--- src/design/pkm_ram.sv ---
// ----------------------------------------------------------------------------
// pkm_ram
// Generic single-write, single-read RAM with registered read data.
// ----------------------------------------------------------------------------
module pkm_ram #(
    parameter int WIDTH = 8,
    parameter int DEPTH = 256
) (
    input  logic                             clk,
    input  logic                             we,
    input  logic [$clog2(DEPTH > 1 ? DEPTH : 2)-1:0] waddr,
    input  logic [WIDTH-1:0]                 wdata,
    input  logic [$clog2(DEPTH > 1 ? DEPTH : 2)-1:0] raddr,
    output logic [WIDTH-1:0]                 rdata
);

    logic [WIDTH-1:0] mem [DEPTH];

    always_ff @(posedge clk)
    begin
        if (we)
        begin
            mem[waddr] <= wdata;
        end
        rdata <= mem[raddr];
    end

endmodule

--- config.mk ---
export PLATFORM = sky130hd
export DESIGN_NAME = pkm_ram
export DESIGN_NICKNAME = d
export VERILOG_FILES = /design/src/design/pkm_ram.sv
export SDC_FILE = /design/constraint.sdc
export NUM_CORES = 2
export LEC_CHECK = 0
export BUFFER_PORTS_ARGS = -buffer_cell sky130_fd_sc_hd__buf_4
export CORE_UTILIZATION = 55
export CTS_BUF_LIST = sky130_fd_sc_hd__clkbuf_4 sky130_fd_sc_hd__clkbuf_8 sky130_fd_sc_hd__clkbuf_16
export CTS_CLUSTER_DIAMETER = 200
export CTS_CLUSTER_SIZE = 28
export DETAILED_ROUTE_END_ITERATION = 16
export PLACE_DENSITY = 0.76
export SYNTH_ARGS = -nofsm -noshare
export SYNTH_HDL_FRONTEND = slang
export SYNTH_SLANG_ARGS = --single-unit
--- constraint.sdc ---
create_clock -name clk -period 2.99 [get_ports clk]
set_input_delay 0.4485 -clock clk [delete_from_list [all_inputs] [get_ports clk]]
set_output_delay 0.4485 -clock clk [all_outputs]
set_load 0.02 [all_outputs]
==> results.md <==
* H-tree levels at 3
* Core ar. at 143,500 um^2
* FMAX at 358.9 MHz
* TritonCTS clock tree: done
* M3 GR Usage at 4.979%
* Mean area per synthesized cell at 21.31 um^2
* Final hold viol count at 0
* Slowest-stage cell, CP: a221oi_1
* Hold Crit Class: in -> reg
* Power Density at 552.2 nW/um^2
* Critical Path AT at 3.40 ns
* Post-synthesis instance area at 79,560 um^2
* Ys Warns at 0
* Iteration-0 DRC Markers at 5,814
* Power share of the sequential group at 65.5%
* Synthesis-stage register bit count at 2,056
* Post-synth top area share at 77.30%
* Share of cells above drive strength 1 at 27.61%
* Worst VDD drop at 0.8027 mV
* Register area share after synthesis at 77.50%
* Vias per cell at 6.549
* Initial antenna violation count at 5
* Root buf cell: clkbuf_16
* Post-synthesis async set-or-reset flop share at 0%
* Post-synth EDFFs at 2,048
* Residual DRC count at 0
* Clk pwr share at 28.1%
* Top post-synthesis cells by count: edfxtp_1 (2,048), mux4_2 (454), nor2_1 (282)
* Routed Antenna Nets at 0
* Clock tree buffer depth at 3
* Gr ovfl total at 0
* Power, Total at 48.59 mW
* Post-CTS Setup Inserts at 0
* Nets at 4,176
* Post-layout min period at 2.786 ns
* Unrepaired setup endpoints after global routing: false
* Starting density of the core at 55.45%
* Pin count of the biggest net entering global routing at 110
* Placer congestion estimate at 0.8643
* Count leader, synth: edfxtp_1
* Critical path required time at 3.60 ns
* Worst slew pin tran at 1.050 ns
* Critical path class: in -> reg
* Status: finished clean
* Top Usage Layer GRT: met2
* Crit-path cells: buf_8 -> buf_12 -> buf_4 -> mux4_2 -> a22o_1 -> a221oi_1 -> o32ai_1 -> nor3_1 -> buf_4 -> nor4_1
* P&R area growth vs syn at 10.62%
* Clock Skew at 0.03406 ns
* Hold_buf cts at 0
* Placed wire-length estimate at 122,200 um
* Std cell rows at 139
* Gate Count Post-Synth at 3,733
* Net Sw Frac at 20.92%
* Chip Height at 382.3 um
* TritonRoute pass-1 iters at 7
* Worst-path clk slew at 0.10 ns
* Wire per inst at 30.95 um
* Clk_lat worst skew at 0.74 ns
* IO Port Bufs at 33
* Pint at 38.43 mW
* Worst setup SP type: input port
* Rel. slew slack at 28.16%
* Leak pwr at 27.64 nW
* Crit. End Element: register
* Cells resized by post-CTS repair at 0
* I/O pin count at 34
* Cell taking the most area after synthesis: edfxtp_1
* Crit-path max cell delay at 0.57 ns
* Most used cell, CP: buf_4
* Setup TNS at 0 ns
* Worst Path Max Fanout at 18
* First-pass GRT wire length at 272,800 um
* Psw at 10.17 mW
* Max-Cap Viols at 0
* Die width at 382.3 um
* Routed wire length at 188,300 um
* Syn Nets at 3,759
* Met1 usage at 36.83%
* Final Max Slew Viols at 0
* Vias in the first global route at 39,570
* Detailed-route via count at 39,840
* Die Area at 146,200 um^2
* # clock sinks at 2,056
* Top post-synthesis cells by area: edfxtp_1 (77%), mux4_2 (13%), mux2i_1 (1.7%)
* Logic pwr share at 6.4%
* Netlist cell types at 55
* GR Util met2 at 41.16%
* Top_reg_cell synth: edfxtp_1
* Fin crit share at 93.18%
* Total GRT Usage at 25.99%
* CTS buffer count at 83
* Final setup vio count at 0
-- layout make-up --
cell class | instances | area [um^2]
sequential | 2056 | 61660
fill | 9504 | 55480
multi-input combinational | 1442 | 16490
timing repair buffer | 565 | 5082
tap | 1903 | 2381
clock buffer | 108 | 2300
clock inverter | 6 | 75.07
inverter | 2 | 7.507
antenna | 2 | 5.005
-- power by group through the flow --
stage	sequential, mW	clock (mW)	combinational (mW)
5_1_grt	31.8	14.6	3.27
3_3_place_gp	32.5	0	3.04
6_report	31.8	13.7	3.13
3_5_place_dp	32.5	0	3.10
2_1_floorplan	32.4	0	1.54
4_1_cts	31.8	13.8	3.12
-- critical path: cells and delay by family --
kind                   cells  cell delay, ns
AO/OA/AOI/OAI              3            1.16
buffers and inverters      4            0.82
multiplexers               1            0.50
AND/OR/NAND/NOR            2            0.43
-- registers in the layout, summed over array words and instances (netlist names) --
| signal | flops |
|---|---|
| rdata | 8 |
| mem | 2048 |
-- layout by cell type, fill, tap and decap left out, types with 3 or more instances in the layout --
| cell | count |
|---|---|
| buf_12 | 62 |
| mux2i_1 | 134 |
| o221ai_1 | 46 |
| o21ai_0 | 10 |
| o32ai_1 | 4 |
| nand3_1 | 34 |
| a22oi_1 | 133 |
| nand2_1 | 33 |
| a211oi_1 | 16 |
| a221oi_1 | 13 |
| nor4_1 | 22 |
| nor2b_1 | 28 |
| buf_4 | 493 |
| inv_6 | 3 |
| nor2_1 | 279 |
| o22a_1 | 5 |
| clkbuf_16 | 85 |
| nor3_1 | 22 |
| a22o_1 | 8 |
| edfxtp_1 | 2048 |
| o22ai_1 | 28 |
| and2_1 | 6 |
| nor2b_4 | 3 |
| dfxtp_1 | 8 |
| mux4_2 | 454 |
| nand2b_1 | 8 |
| o211ai_1 | 10 |
| nor4_2 | 5 |
| nand4_1 | 10 |
| a21oi_1 | 96 |
| clkbuf_8 | 8 |
| clkbuf_4 | 23 |
| or2_2 | 4 |
-- per-layer routing --
layer  part of all wire [%]  vias up
met4                    3.5        4
met5                  0.017        -
met1                     37    20690
met3                     12      322
met2                     48     2471
li1                       -    16350
-- cell families after synthesis --
kind of cell | share of synthesized area [%]
flip-flops | 77.50
AND/OR/NAND/NOR | 2.628
buffers and inverters | 1.831
multiplexers | 14.62
AO/OA/AOI/OAI | 3.419
-- worst paths after layout --
kind / depth (start not counted) / end / from / slack, ns
setup / recovery: 10 / rdata[3] / raddr[0] / 0.20
hold / removal: 3 / mem[205][4] / waddr[2] / 0.27
setup reg to reg: 7 / rdata[3] / mem[81][3] / 0.26
hold reg to reg: 7 / rdata[3] / mem[40][3] / 1.13
-- metrics by stage --
stage               instances  hold WS [ns]  util (%)  cell area [um^2]  setup WS [ns]
floorplan                3733        0.5474         -             79560         0.6036
global placement         5968         1.010     59.67             85610        -0.8809
detailed placement       5968         1.022     59.67             85620        -0.7599
CTS                      6082        0.2312     61.33             87990        0.03102
global route             6082        0.2715     61.33             88000         0.1603
finish                   6084        0.2714     61.33             88000         0.2040
Note: power is estimated with default switching activity, not from simulation.
